$ cat src/rtl/amat_pkg.sv
// shared types and constants for the averaged multiturn angle tracker
`default_nettype none

package amat_pkg;

  // default build values
  localparam int unsigned ANGLE_RANGE_DEF = 16384;
  localparam int unsigned MAX_SAMPLES_DEF = 16;

  // fixed field widths
  localparam int unsigned ANGLE_W  = 14;
  localparam int unsigned POS_W    = 32;
  localparam int unsigned SUM_W    = 22;
  localparam int unsigned CFG_W    = 8;
  localparam int unsigned CFG_IDX_W = 4;
  localparam int unsigned STEP_W   = 5;

  // packed stream widths, padded to whole bytes
  localparam int unsigned IN_DATA_W  = 48;
  localparam int unsigned OUT_DATA_W = 48;

  // configuration register indexes
  localparam logic [CFG_IDX_W-1:0] REG_SAMPLES_PER_AVERAGE = 4'd0;
  localparam logic [CFG_IDX_W-1:0] REG_INVERT_DIRECTION    = 4'd1;

  // input item kinds
  localparam logic MODE_SAMPLE = 1'b0;
  localparam logic MODE_LOAD   = 1'b1;

  // sequencer states
  typedef enum logic [2:0] {
    ST_IDLE,
    ST_DIV,
    ST_UNW,
    ST_ADD,
    ST_OUT
  } state_e;

endpackage

`default_nettype wire

$ cat src/rtl/averaged_multiturn_angle_tracker_top.sv
// averaged multiturn angle tracker: sample averaging, unwrap and position accumulation
//
// Input stream (s_axis): tuser is the item kind (0 angle sample, 1 position load),
// tdata carries the raw angle and the load value. Output stream (m_axis) carries
// the accumulated position and the averaged angle of the group. A config write
// channel (cfg_valid_i/cfg_ready_o) sets samples per average (index 0) and
// direction inversion (index 1); writes are meant to happen while the block is idle.
// A sample that does not close a group is added to the partial group and gives no result.
// A sample that closes a group starts a bit-serial restoring divide, one quotient
// bit per cycle, then an unwrap step, then a bit-serial add into the 32-bit
// position; the result is registered in ST_OUT once the output register is free,
// and the first, priming group skips the add. The next input transfer is taken
// after ST_OUT returns to ST_IDLE. A load item gives its result the next cycle.
// One item is in work at a time; tready is high only while idle and the output
// register is free or being emptied, so a stalled receiver holds back the input.
// Reset clears position, previous angle, partial group and priming flag, and sets
// samples per average to 1 and inversion off.
`default_nettype none

module averaged_multiturn_angle_tracker_top #(
  parameter int unsigned ANGLE_RANGE = amat_pkg::ANGLE_RANGE_DEF,
  parameter int unsigned MAX_SAMPLES = amat_pkg::MAX_SAMPLES_DEF
) (
  input  wire logic                                 clk_i,
  input  wire logic                                 rst_ni,
  // config write channel
  input  wire logic                                 cfg_valid_i,
  output logic                                      cfg_ready_o,
  input  wire logic [amat_pkg::CFG_IDX_W-1:0]       cfg_index_i,
  input  wire logic [amat_pkg::CFG_W-1:0]           cfg_data_i,
  // input stream
  input  wire logic                                 s_axis_tvalid,
  output logic                                      s_axis_tready,
  // tdata: angle_sample [13:0], load_value [45:14], zero [47:46]
  input  wire logic [amat_pkg::IN_DATA_W-1:0]       s_axis_tdata,
  // tuser: mode [0]
  input  wire logic                                 s_axis_tuser,
  // output stream
  output logic                                      m_axis_tvalid,
  input  wire logic                                 m_axis_tready,
  // tdata: position [31:0], average_angle [45:32], zero [47:46]
  output logic [amat_pkg::OUT_DATA_W-1:0]           m_axis_tdata
);

  localparam int unsigned CNT_W = $clog2(MAX_SAMPLES + 1);
  localparam int unsigned DW    = $clog2(ANGLE_RANGE) + 2;
  localparam int unsigned AW    = amat_pkg::ANGLE_W;
  localparam int unsigned PW    = amat_pkg::POS_W;
  localparam int unsigned SW    = amat_pkg::SUM_W;

  amat_pkg::state_e state_q, state_d;

  logic [amat_pkg::CFG_W-1:0] spa_q;
  logic                       inv_q;
  logic [PW-1:0]              pos_q;
  logic [AW-1:0]              prev_q;
  logic [SW-1:0]              sum_q;
  logic [CNT_W-1:0]           cnt_q;
  logic                       primed_q;
  logic [amat_pkg::STEP_W-1:0] step_q;
  logic [SW-1:0]              quo_q;
  logic [CNT_W-1:0]           rem_q;
  logic [CNT_W-1:0]           div_q;
  logic [AW-1:0]              avg_q;
  logic [DW-1:0]              chg_q;
  logic                       carry_q;
  logic                       out_valid_q;
  logic [PW-1:0]              out_pos_q;
  logic [AW-1:0]              out_avg_q;

  // input field extraction
  logic             in_mode;
  logic [AW-1:0]    in_angle;
  logic [PW-1:0]    in_load;
  assign in_mode  = s_axis_tuser;
  assign in_angle = s_axis_tdata[AW-1:0];
  assign in_load  = s_axis_tdata[AW+PW-1:AW];

  logic in_acc;
  logic out_free;
  logic out_fill;
  assign in_acc   = s_axis_tvalid && s_axis_tready;
  assign out_free = !out_valid_q || m_axis_tready;

  // sample saturation and group bookkeeping
  logic [AW-1:0]    sat_angle;
  logic [SW-1:0]    sum_next;
  logic [CNT_W-1:0] cnt_next;
  logic [CNT_W-1:0] n_clamp;
  logic             group_done;

  always_comb begin
    if (32'(in_angle) >= 32'(ANGLE_RANGE)) begin
      sat_angle = AW'(ANGLE_RANGE - 1);
    end else begin
      sat_angle = in_angle;
    end
    sum_next = sum_q + SW'(sat_angle);
    cnt_next = cnt_q + CNT_W'(1);
    if (spa_q == '0) begin
      n_clamp = CNT_W'(1);
    end else if (32'(spa_q) > 32'(MAX_SAMPLES)) begin
      n_clamp = CNT_W'(MAX_SAMPLES);
    end else begin
      n_clamp = CNT_W'(spa_q);
    end
    group_done = (cnt_next >= n_clamp);
  end

  // restoring divide step, one quotient bit
  logic [CNT_W:0]   rem_sh;
  logic [CNT_W:0]   rem_sub;
  logic             q_bit;
  assign rem_sh  = {rem_q, quo_q[SW-1]};
  assign rem_sub = rem_sh - {1'b0, div_q};
  assign q_bit   = (rem_sh >= {1'b0, div_q});

  // unwrap against the previous average
  logic [DW-1:0] avg_ext, prev_ext;
  logic [DW-1:0] dir_d, wrp_d, dir_mag, wrp_mag, delta;
  always_comb begin
    avg_ext  = DW'(quo_q[AW-1:0]);
    prev_ext = DW'(prev_q);
    dir_d    = avg_ext - prev_ext;
    if (quo_q[AW-1:0] < prev_q) begin
      wrp_d = dir_d + DW'(ANGLE_RANGE);
    end else begin
      wrp_d = dir_d - DW'(ANGLE_RANGE);
    end
    dir_mag = dir_d[DW-1] ? (~dir_d + DW'(1)) : dir_d;
    wrp_mag = wrp_d[DW-1] ? (~wrp_d + DW'(1)) : wrp_d;
    delta   = (dir_mag >= wrp_mag) ? wrp_d : dir_d;
  end

  // serial add, inversion folded in as complement plus carry-in
  logic chg_bit, sum_bit, carry_d;
  assign chg_bit = chg_q[0] ^ inv_q;
  assign sum_bit = pos_q[0] ^ chg_bit ^ carry_q;
  assign carry_d = (pos_q[0] & chg_bit) | (pos_q[0] & carry_q) | (chg_bit & carry_q);

  // next state
  always_comb begin
    state_d = state_q;
    case (state_q)
      amat_pkg::ST_IDLE: begin
        if (in_acc && (in_mode == amat_pkg::MODE_SAMPLE) && group_done) begin
          state_d = amat_pkg::ST_DIV;
        end
      end
      amat_pkg::ST_DIV: begin
        if (step_q == amat_pkg::STEP_W'(SW - 1)) begin
          state_d = amat_pkg::ST_UNW;
        end
      end
      amat_pkg::ST_UNW: begin
        state_d = primed_q ? amat_pkg::ST_ADD : amat_pkg::ST_OUT;
      end
      amat_pkg::ST_ADD: begin
        if (step_q == amat_pkg::STEP_W'(PW - 1)) begin
          state_d = amat_pkg::ST_OUT;
        end
      end
      amat_pkg::ST_OUT: begin
        if (out_free) begin
          state_d = amat_pkg::ST_IDLE;
        end
      end
      default: begin
        state_d = amat_pkg::ST_IDLE;
      end
    endcase
  end

  // handshake outputs
  always_comb begin
    s_axis_tready = 1'b0;
    out_fill      = 1'b0;
    case (state_q)
      amat_pkg::ST_IDLE: begin
        s_axis_tready = out_free;
      end
      amat_pkg::ST_OUT: begin
        out_fill = out_free;
      end
      default: begin
        s_axis_tready = 1'b0;
        out_fill      = 1'b0;
      end
    endcase
  end

  assign cfg_ready_o   = 1'b1;
  assign m_axis_tvalid = out_valid_q;
  assign m_axis_tdata  = {{(amat_pkg::OUT_DATA_W - PW - AW){1'b0}}, out_avg_q, out_pos_q};

  // control state
  always_ff @(posedge clk_i or negedge rst_ni) begin
    if (!rst_ni) begin
      state_q     <= amat_pkg::ST_IDLE;
      spa_q       <= amat_pkg::CFG_W'(1);
      inv_q       <= 1'b0;
      pos_q       <= '0;
      prev_q      <= '0;
      sum_q       <= '0;
      cnt_q       <= '0;
      primed_q    <= 1'b0;
      step_q      <= '0;
      out_valid_q <= 1'b0;
    end else begin
      state_q <= state_d;
      // config writes
      if (cfg_valid_i) begin
        if (cfg_index_i == amat_pkg::REG_SAMPLES_PER_AVERAGE) begin
          spa_q <= cfg_data_i;
        end else if (cfg_index_i == amat_pkg::REG_INVERT_DIRECTION) begin
          inv_q <= cfg_data_i[0];
        end
      end
      // output slot
      if (out_fill || (in_acc && (in_mode == amat_pkg::MODE_LOAD))) begin
        out_valid_q <= 1'b1;
      end else if (m_axis_tready) begin
        out_valid_q <= 1'b0;
      end
      case (state_q)
        amat_pkg::ST_IDLE: begin
          step_q <= '0;
          if (in_acc) begin
            if (in_mode == amat_pkg::MODE_LOAD) begin
              pos_q <= in_load;
            end else if (group_done) begin
              sum_q <= '0;
              cnt_q <= '0;
            end else begin
              sum_q <= sum_next;
              cnt_q <= cnt_next;
            end
          end
        end
        amat_pkg::ST_DIV: begin
          step_q <= (step_q == amat_pkg::STEP_W'(SW - 1)) ? '0
                                                          : step_q + amat_pkg::STEP_W'(1);
        end
        amat_pkg::ST_UNW: begin
          step_q   <= '0;
          primed_q <= 1'b1;
          prev_q   <= quo_q[AW-1:0];
        end
        amat_pkg::ST_ADD: begin
          step_q <= step_q + amat_pkg::STEP_W'(1);
          pos_q  <= {sum_bit, pos_q[PW-1:1]};
        end
        default: begin
          step_q <= '0;
        end
      endcase
    end
  end

  // datapath registers
  always_ff @(posedge clk_i) begin
    case (state_q)
      amat_pkg::ST_IDLE: begin
        if (in_acc && (in_mode == amat_pkg::MODE_SAMPLE) && group_done) begin
          quo_q <= sum_next;
          rem_q <= '0;
          div_q <= cnt_next;
        end
      end
      amat_pkg::ST_DIV: begin
        quo_q <= {quo_q[SW-2:0], q_bit};
        rem_q <= q_bit ? rem_sub[CNT_W-1:0] : rem_sh[CNT_W-1:0];
      end
      amat_pkg::ST_UNW: begin
        avg_q   <= quo_q[AW-1:0];
        chg_q   <= delta;
        carry_q <= inv_q;
      end
      amat_pkg::ST_ADD: begin
        chg_q   <= {chg_q[DW-1], chg_q[DW-1:1]};
        carry_q <= carry_d;
      end
      default: begin
        carry_q <= carry_q;
      end
    endcase
    if (out_fill) begin
      out_pos_q <= pos_q;
      out_avg_q <= avg_q;
    end else if (in_acc && (in_mode == amat_pkg::MODE_LOAD)) begin
      out_pos_q <= in_load;
      out_avg_q <= prev_q;
    end
  end

  // checks
  a_div_steps: assert property (@(posedge clk_i) disable iff (!rst_ni)
    (state_q == amat_pkg::ST_DIV) |-> (step_q < amat_pkg::STEP_W'(SW)))
    else $error("divide step counter out of range");

  a_rem_below_div: assert property (@(posedge clk_i) disable iff (!rst_ni)
    (state_q == amat_pkg::ST_DIV) |-> (rem_q < div_q))
    else $error("partial remainder not below divisor");

  a_group_starts_div: assert property (@(posedge clk_i) disable iff (!rst_ni)
    (in_acc && (in_mode == amat_pkg::MODE_SAMPLE) && group_done)
      |=> (state_q == amat_pkg::ST_DIV))
    else $error("completed group did not start the divider");

  a_no_overwrite: assert property (@(posedge clk_i) disable iff (!rst_ni)
    (out_valid_q && !m_axis_tready) |=> (out_valid_q && $stable(out_pos_q)
      && $stable(out_avg_q)))
    else $error("pending result overwritten");

endmodule

`default_nettype wire
$ cat config.mk
export PLATFORM = sky130hd
export DESIGN_NAME = averaged_multiturn_angle_tracker_top
export DESIGN_NICKNAME = d
export VERILOG_FILES = /design/src/rtl/amat_pkg.sv /design/src/rtl/averaged_multiturn_angle_tracker_top.sv
export SDC_FILE = /design/constraint.sdc
export NUM_CORES = 1
export LEC_CHECK = 0
export BUFFER_PORTS_ARGS = -buffer_cell sky130_fd_sc_hd__buf_4
export CAP_MARGIN = 30
export CORE_ASPECT_RATIO = 0.5
export CORE_MARGIN = 5
export CORE_UTILIZATION = 30
export DETAILED_ROUTE_END_ITERATION = 10
export GPL_ROUTABILITY_DRIVEN = 0
export PLACE_DENSITY_LB_ADDON = 0.3
export SLEW_MARGIN = 20
export SYNTH_ARGS = -nofsm -noshare
export SYNTH_HDL_FRONTEND = slang
export SYNTH_SLANG_ARGS = --single-unit
$ cat constraint.sdc
create_clock -name clk_i -period 8 [get_ports clk_i]
set_input_delay 0.4 -clock clk_i [delete_from_list [all_inputs] [get_ports clk_i]]
set_output_delay 0.4 -clock clk_i [all_outputs]
set_load 0.1 [all_outputs]
==> results of run 1 <==
report_power, final:
part           internal [mW]  leakage, nW  switching, mW
logic                   1.38         2.96           1.91
registers               1.49         2.25          0.179
clock network          0.580        0.341          0.432
worst max-delay path, cell delays in order (launching register included):
cell and delay, ns:
edfxtp_1 0.40, inv_1 0.10, ha_1 0.16, inv_1 0.06, fa_1 0.41, a211oi_2 0.30
o211ai_2 0.18, a21oi_1 0.25, o21bai_1 0.11, a21oi_2 0.23, o21ai_2 0.27, mux2_2 0.36
ha_1 0.28, o21a_1 0.18, o21a_1 0.17, o21a_1 0.16, a2111oi_0 0.38, o21ai_0 0.17
a41oi_1 0.37, xnor2_1 0.16, a21oi_1 0.08
metrics by stage:
step | utilization | total power [mW] | setup slack (ns)
2_1_floorplan | - | 4.219 | 3.584
3_3_place_gp | 0.3417 | 4.819 | 2.947
3_5_place_dp | 0.3423 | 4.968 | 2.906
4_1_cts | 0.3627 | 6.017 | 2.876
5_1_grt | 0.3634 | 6.541 | 2.471
6_report | 0.3634 | 5.970 | 2.909
cells in the mapped netlist, types with 3 or more instances:
cell type  count  area [um2]
xnor2_1       35       306.5
dfrtp_1       91        2277
a21oi_1       43       215.2
o21ai_1        3       15.01
buf_2          4       20.02
nand2_1      144       540.5
o21a_1         7       52.55
ha_1          58       725.7
a22o_1         3       26.28
and2_1         3       18.77
inv_1         37       138.9
clkbuf_1      26       97.59
or2_2          5       31.28
nand2b_1      10       62.56
o21ai_0      108       540.5
xor2_1        24       210.2
mux2_2        58       653.1
buf_1          5       18.77
buf_4          3       22.52
nor3_1        11       55.05
nand3_1       19       95.09
nor2_1        66       247.7
fa_1           4       80.08
mux2i_1       33       330.3
a31oi_1        3       18.77
o21bai_1       5       37.54
a21o_1        12       90.09
and3_1        11       68.82
o31ai_1        9       67.56
edfxtp_1     109        3273
nor2b_1        6       37.54
state kept, by name, summed over array words and instances, names as in the netlist, 8 cells and up:
signal     flops
avg_q         14
out_avg_q     14
chg_q         16
sum_q         22
out_pos_q     32
pos_q         32
prev_q        14
spa_q          8
quo_q         22
kinds of logic after synthesis:
logic type / share of synthesized area
adders and majority gates: 0.07416
AOI/OAI and AO/OA: 0.1234
DFF: 0.5132
other: 0.0006912
buffers and inverters: 0.02741
muxes: 0.09051
and+or+nand+nor: 0.1200
xor gates and xnor gates: 0.05055
layer usage:
metal | wire [um] | up-vias | GRT usage
met5 | 0 | - | 0
met4 | 598 | 0 | 0.03587
met3 | 738 | 38 | 0.02194
met2 | 11920 | 89 | 0.2128
met1 | 10920 | 3676 | 0.1460
li1 | - | 3786 | -
area by class of cell:
class	count	area, um2
fillers	3523	22790
flip-flops and latches	201	5577
repair buffers	121	929.6
clock buffers	30	620.6
clock inverters	10	98.84
well taps	484	605.6
multi-input cells	729	5042
inverters	37	138.9
path summary, 6_finish.rpt:
kind / to / slack [ns] / startpoint
min reg2reg: avg_q[0] / 0.48 / quo_q[0]
min in group asynchronous: pos_q[22] / 0.34 / rst_ni
max in group asynchronous: sum_q[8] / 6.67 / rst_ni
max reg2reg: chg_q[14] / 2.91 / quo_q[0]
min: spa_q[2] / 0.11 / cfg_data_i[2]
max: chg_q[14] / 2.91 / quo_q[0]
==> run_results.csv, run 1 <==
group,metric,value,unit
placement,dp_hpwl,17060,um
hold_path,holdPathStages,2,
clock_tree,path_clk_slew,0.06,ns
job,maxCapViolCount,0,
power,irDropWorstVdd,0.2833,mV
floorplanning,coreArea,35800,um2
sta,holdWs,0.1070,ns
clock_tree,clk-insertion-delay-late,0.53,ns
detailed_routing,dr.pass1.iters,4,
synthesis,synthCells,1002,
grt,grt_pass1_wl,39650,um
sta,final-max-slew-violation-count,0,
floorplanning,dieArea,40360,um2
floorplanning,die_h,144.6,um
placement,placed_cell_area,12260,um2
sta,skew,0.02515,ns
detailed_routing,wirelength,24170,um
synthesis,synth_ff_type,"edfxtp_1",
synthesis,syn_area_per_cell,10.84,um2
placement,placed_cells,1569,
hold_path,holdCritPathClass,"input pin to flop",
finish,fin_area,13010,um2
synthesis,synth-seq-cells,201,
grt,overflow,0,
setup_path,cp.arrival,5.33,ns
detailed_routing,remaining_drc_errors,0,
synthesis,synth_edf_count,109,
clock_tree,cts_max_level,1,
status,status,"complete, no violations",
clock_tree,ctsRootBufferMaster,"clkbuf_16",
floorplanning,start_util,0.3035,
detailed_routing,drt_iter0_drc,426,
sta,hold_viol_final,0,
detailed_routing,via_per_inst,4.708,
floorplanning,ios,117,
sta,fmax,0.1964,GHz
setup_path,worstSetupPathType,"flop to flop",
grt,grt_max_degree,84,
finish,final_common_cell,"nand2_1",
detailed_routing,ant_nets,0,
finish,nets,1240,
power,power_density,458.8,nW/um2
sta,max_slew_margin,0.3868,
grt,grt_pass1_vias,7866,
clock_tree,postCtsSetupBuffers,0,
setup_path,rr_worst_depth,20,
synthesis,synthArstFlopShare,0.4577,
placement,port-buffer-count,111,
finish,area_growth,19.76,%
setup_path,worst-path-max-fanout,18,
setup_path,startpoint_type,"flop",
finish,final_cells,1612,
sta,worst_pin_slew,0.9122,ns
sta,rsz0062_at_grt,"false",
sta,period_share,0.6363,
clock_tree,clock-sinks,201,
finish,layout_common_cells,"nand2_1 (143), buf_4 (116), edfxtp_1 (109)",
floorplanning,die_w,279.1,um
synthesis,synth_warnings,0,
synthesis,syn_area,10870,um2
clock_tree,hold_buffers,1,
clock_tree,postCtsResizedCells,0,
clock_tree,clk_path_buf_depth,3,
clock_tree,cts_tree,"built",
finish,n_antenna_cell,0,
sta,tns,0,ns
grt,antenna_found_initial,0,
floorplanning,core.rowCount,49,
synthesis,synth_cell_types,68,
setup_path,crit_required,8.24,ns
setup_path,cp-end-kind,"flop",
synthesis,synth_seq_area_share,0.5132,
detailed_routing,num_vias,7589,
clock_tree,cts_buffers,22,
power,leakage,5.549,nW
grt,grt_usage,0.1181,
finish,drive_gt1_frac,0.2172,
sta,setup_viol,0,
sta,layout_min_cycle_time,5.091,ns
detailed_routing,post_drt_wl_per_cell,15.00,um
No activity file was read; power rests on OpenSTA's default activity.
==> inputs of run 2 (changes only) <==
==> constraint.sdc (replaced) <==
create_clock -name clk_i -period 4.7 [get_ports clk_i]
set_input_delay 0.235 -clock clk_i [delete_from_list [all_inputs] [get_ports clk_i]]
set_output_delay 0.235 -clock clk_i [all_outputs]
set_load 0.1 [all_outputs]
==> run_results.csv, run 2 (synthesis gave the netlist of run 1 again) <==
group,metric,value,unit
detailed_routing,remaining_drc_errors,0,
grt,antenna_found_initial,0,
hold_path,hold_start,"s_axis_tdata[45]",
setup_path,regToRegStartpoint,"quo_q[2]",
floorplanning,die_w,279.1,um
setup_path,rr_worst_depth,17,
power,irDropWorstVdd,0.5407,mV
status,status,"complete, no violations",
clock_tree,clk-insertion-delay-late,0.54,ns
setup_path,startpoint_type,"flop",
detailed_routing,post_drt_wl_per_cell,14.83,um
setup_path,ff2ff_setup_slack,0.36,ns
finish,postLayoutCoreUtil,0.3788,
clock_tree,clk_path_buf_depth,3,
detailed_routing,via_per_inst,4.678,
floorplanning,core.rowCount,49,
clock_tree,ctsRootBufferMaster,"clkbuf_16",
sta,final-max-slew-violation-count,0,
sta,layout_min_cycle_time,4.337,ns
setup_path,worst-path-max-fanout,6,
power,pwr-share-comb,0.578,
sta,worst_pin_slew,0.9048,ns
detailed_routing,wirelength,24580,um
hold_path,holdPathStages,2,
setup_path,critical-path-max-stage-delay,0.47,ns
finish,area_growth,24.84,%
setup_path,r2r-end,"chg_q[14]",
finish,reg.largest.list,"out_pos_q: 32 flops, pos_q: 32 flops",
sta,setup_viol,0,
power,pwr-share-clk,0.167,
clock_tree,cts_tree,"built",
sta,skew,0.01712,ns
finish,drive_gt1_frac,0.2353,
clock_tree,clock-sinks,201,
hold_path,holdCritPathClass,"input pin to flop",
power,leakage,5.816,nW
setup_path,cp-end-kind,"flop",
power,power_density,818.5,nW/um2
power,power_switching_share,0.4213,
finish,nets,1284,
sta,period_share,0.9227,
grt,overflow,0,
clock_tree,cts_buffers,23,
job,maxCapViolCount,0,
floorplanning,coreArea,35800,um2
detailed_routing,ant_nets,0,
clock_tree,cts_max_level,1,
floorplanning,ios,117,
grt,grt_max_degree,84,
setup_path,crit_slowest_cell,"ha_1",
finish,layout_common_cells,"nand2_1 (143), buf_4 (135), edfxtp_1 (109)",
setup_path,crit_path_cell_trace,"ha_1 > o211ai_2 > a21oi_1 > o21ai_1 > o21ai_1 > and2_2 > nand4_1 > buf_4 > nor2b_1 > xnor2_1 > ha_1 > a21o_1 > a221oi_1 > o21ai_2 > a41oi_2 > xnor2_1 > a21oi_1",
finish,n_antenna_cell,0,
floorplanning,start_util,0.3035,
placement,dp_hpwl,17470,um
detailed_routing,num_vias,7752,
grt,grt_pass1_vias,7940,
detailed_routing,dr.pass1.iters,4,
sta,holdWs,0.02242,ns
finish,final_common_cell,"nand2_1",
grt,grt_usage,0.1195,
finish,multi_input_area,5136,um2
setup_path,cp.arrival,4.58,ns
grt,grt_pass1_wl,40250,um
hold_path,holdPathEnd,"out_pos_q[31]",
detailed_routing,drt_iter0_drc,327,
floorplanning,dieArea,40360,um2
setup_path,worstSetupPathType,"flop to flop",
power,switchingPower,4.678,mW
sta,max_slew_margin,0.3918,
placement,port-buffer-count,111,
sta,hold_viol_final,0,
power,internal_power,6.424,mW
floorplanning,die_h,144.6,um
finish,layout.filler_cells,3524,
sta,fmax,0.2306,GHz
finish,register_area,5577,um2
setup_path,crit_required,4.95,ns
clock_tree,path_clk_slew,0.07,ns
power,p_seq_frac,0.256,
==> run 2: layout make-up <==
| type | count | share of cell area |
|---|---|---|
| clock buffer | 26 | 0.04400 |
| sequential | 201 | 0.4111 |
| multi-input combinational | 729 | 0.3787 |
| clock inverter | 16 | 0.01310 |
| tap | 484 | 0.04465 |
| inverter | 37 | 0.01024 |
| timing repair buffer | 164 | 0.09824 |
==> run 2: layer usage <==
metal / vias up / routed length (um) / GRT usage
li1: 3881 / - / -
met4: 0 / 489 / 0.02911
met5: - / 0 / 0
met1: 3736 / 11030 / 0.1519
met2: 98 / 12290 / 0.2157
met3: 37 / 775 / 0.01984
==> run 2: power groups by stage <==
stage,sequential (mW),combinational (mW),clock [mW]
after CTS,2.84,5.99,1.90
after detailed placement,2.87,5.76,0
after global placement,2.85,5.59,0
after global routing,2.90,7.24,1.98
after floorplan,2.82,4.36,0
final,2.84,6.41,1.85
==> run 2: what timing repair did <==
item                                    4_1_cts  5_1_grt
setup buffers                                 0        5
endpoints found under the setup margin        2        2
hold endpoints to repair                     86        0
gates resized for setup                       4       14
pin swaps                                     1       11
hold buffers                                 25        0
==> run 2: worst max-delay path: cells and delay by family (launching register included) <==
kind	cells	cell delay [ns]
AOI/OAI and AO/OA	9	1.80
xor gates and xnor gates	2	0.27
adders and majority gates	2	0.77
buffers and inverters	1	0.18
DFF	1	0.46
and+or+nand+nor	3	0.58
==> run 2: worst max path at each step <==
stage / from / end / slack, ns / cells after the start
after global routing: quo_q[0] / chg_q[14] / -0.002 / 21
after floorplan: quo_q[0] / chg_q[14] / 0.28 / 22
after global placement: quo_q[0] / chg_q[14] / 0.07 / 20
final: quo_q[2] / chg_q[14] / 0.36 / 17
after CTS: quo_q[0] / chg_q[14] / 0.04 / 21
after detailed placement: quo_q[0] / chg_q[14] / -0.08 / 21
==> run 2: per-stage QoR <==
step                      power, mW  setup TNS (ns)  instance area (um2)  std cells  worst slack (ns)
final                         11.10               0                13560       1657            0.3634
after global routing          12.12       -0.001826                13560       1657         -0.001826
after CTS                     10.74               0                13390       1649           0.04424
after detailed placement      8.631         -0.1273                12340       1582          -0.08012
after global placement        8.437               0                12340       1582           0.06756
after floorplan               7.181               0                10880       1005            0.2842
==> inputs of run 3 (changes only) <==
--- a/config.mk
+++ b/config.mk
@@ -12,7 +12,6 @@
 export CORE_UTILIZATION = 30
 export DETAILED_ROUTE_END_ITERATION = 10
 export GPL_ROUTABILITY_DRIVEN = 0
-export PLACE_DENSITY_LB_ADDON = 0.3
 export SLEW_MARGIN = 20
 export SYNTH_ARGS = -nofsm -noshare
 export SYNTH_HDL_FRONTEND = slang
==> run_results.csv, run 3 (synthesis gave the netlist of run 1 again) <==
group,metric,value,unit
status,status,"complete, no violations",
grt,grt_pass1_vias,7660,
power,leakage,5.677,nW
floorplanning,die_w,279.1,um
grt,grt-busiest-layer,"met2",
detailed_routing,dr.pass1.iters,5,
floorplanning,start_util,0.3035,
setup_path,crit_required,4.94,ns
floorplanning,core.rowCount,49,
sta,setup_viol,0,
power,pwr-share-comb,0.565,
grt,grt_pass1_wl,39290,um
finish,nets,1262,
sta,final-max-slew-violation-count,0,
finish,reg.largest.list,"out_pos_q: 32 flops, pos_q: 32 flops",
finish,layout.filler_cells,3490,
detailed_routing,remaining_drc_errors,0,
sta,period_share,0.9531,
detailed_routing,drt_iter0_drc,404,
grt,grt_util_met3,0.01516,
job,maxCapViolCount,0,
power,total_power,10.70,mW
clock_tree,cts_max_level,1,
placement,dp_hpwl,17280,um
setup_path,startpoint_type,"flop",
floorplanning,coreArea,35800,um2
clock_tree,cts_tree,"built",
floorplanning,dieArea,40360,um2
setup_path,cp-end-kind,"flop",
clock_tree,clock-sinks,201,
sta,layout_min_cycle_time,4.480,ns
power,pwr-share-clk,0.169,
detailed_routing,via_per_inst,4.737,
detailed_routing,post_drt_wl_per_cell,14.90,um
sta,holdWs,0.02572,ns
placement,port-buffer-count,111,
setup_path,worst-path-max-fanout,5,
clock_tree,cts_buffers,22,
clock_tree,ctsRootBufferMaster,"clkbuf_16",
sta,worst_pin_slew,0.8939,ns
clock_tree,clk_path_buf_depth,3,
finish,layout_common_cells,"nand2_1 (143), buf_4 (133), edfxtp_1 (109)",
power,power_density,808.1,nW/um2
grt,overflow,0,
power,p_seq_frac,0.266,
grt,grt_usage,0.1165,
clock_tree,clk-insertion-delay-late,0.51,ns
sta,fmax,0.2232,GHz
finish,register_area,5577,um2
setup_path,worstSetupPathType,"flop to flop",
sta,max_slew_margin,0.3991,
detailed_routing,wirelength,24350,um
grt,antenna_found_initial,0,
power,power_switching_share,0.4125,
clock_tree,path_clk_slew,0.06,ns
power,switchingPower,4.413,mW
power,irDropWorstVdd,0.5707,mV
finish,final_common_cell,"nand2_1",
finish,multi_input_area,5059,um2
sta,tns,0,ns
floorplanning,ios,117,
finish,area_growth,21.84,%
finish,n_antenna_cell,0,
grt,grt_max_degree,63,
floorplanning,die_h,144.6,um
grt,met1_usage,0.1515,
detailed_routing,ant_nets,0,
finish,drive_gt1_frac,0.2278,
grt,use_met2,0.2122,
detailed_routing,num_vias,7740,
sta,hold_viol_final,0,
power,internal_power,6.286,mW
setup_path,cp.arrival,4.72,ns
hold_path,holdCritPathClass,"input pin to flop",
sta,skew,0.02124,ns
## run 3: cell types whose count changed in the layout (fill, tap and decap cells not counted), moves of 2 or more
cell	before	now
dlygate4sd3_1	25	9
clkinvlp_4	3	0
a211oi_2	0	2
a211oi_4	2	0
buf_4	135	133
buf_8	2	0
clkinv_2	5	3
nor3_2	2	4
nor3_4	3	1
## run 3: cell type report
cell class,instances,share of cell area
inverter,37,0.01049
clock inverter,12,0.01096
sequential,201,0.4212
tap,484,0.04574
multi-input combinational,729,0.3821
clock buffer,28,0.04640
timing repair buffer,143,0.08307
## run 3: critical path, cell delays in order (launching register included)
cell and delay, ns:
edfxtp_1 0.41, inv_1 0.09, ha_1 0.16, inv_1 0.05, fa_1 0.40, a211oi_2 0.35
nor2_1 0.10, xor2_1 0.26, nor3_2 0.34, nand3_1 0.15, nor3_2 0.30, a31oi_1 0.14
xor2_1 0.17, ha_1 0.33, and4_1 0.24, a21oi_1 0.16, nand2_1 0.10, a41oi_2 0.23
xnor2_1 0.15, a21oi_1 0.08
## run 3: through the flow
stage	std cells	area, um2	setup slack, ns	utilization
floorplan	1005	10880	0.2842	-
global placement	1583	12340	0.07019	0.3446
detailed placement	1583	12340	0.05825	0.3448
CTS	1632	13190	0.009458	0.3685
global route	1634	13240	-0.02260	0.3698
finish	1634	13240	0.2203	0.3698
## run 3: timing repair
action                                  in CTS  in global routing
endpoints found under the setup margin       0                  2
hold endpoints to repair                    60                  0
hold buffers                                 9                  0
setup buffers                                0                  1
gates resized for setup                      0                  7
## run 3: power by group through the flow
stage	registers [mW]	clock network (mW)	logic (mW)
2_1_floorplan	2.82	0	4.36
4_1_cts	2.84	1.85	5.84
6_report	2.84	1.81	6.05
5_1_grt	2.90	1.93	6.80
3_5_place_dp	2.87	0	5.80
3_3_place_gp	2.85	0	5.60
## run 3: worst paths after layout
| kind | startpoint | to | slack (ns) | depth (start not counted) |
|---|---|---|---|---|
| max in group asynchronous | rst_ni | pos_q[29] | 3.31 | 3 |
| worst min-delay path | s_axis_tdata[20] | pos_q[6] | 0.03 | 3 |
| worst min register to register | sum_q[0] | sum_q[0] | 0.48 | 2 |
| min in group asynchronous | rst_ni | sum_q[10] | 0.33 | 2 |
| worst max-delay path | quo_q[0] | chg_q[14] | 0.22 | 19 |
| worst max register to register | quo_q[0] | chg_q[14] | 0.22 | 19 |
## run 3: layer usage
| metal | vias up | part of all wire |
|---|---|---|
| met4 | 0 | 0.014 |
| met3 | 26 | 0.029 |
| met2 | 102 | 0.51 |
| li1 | 3829 | - |
| met1 | 3783 | 0.45 |
| met5 | - | 0 |
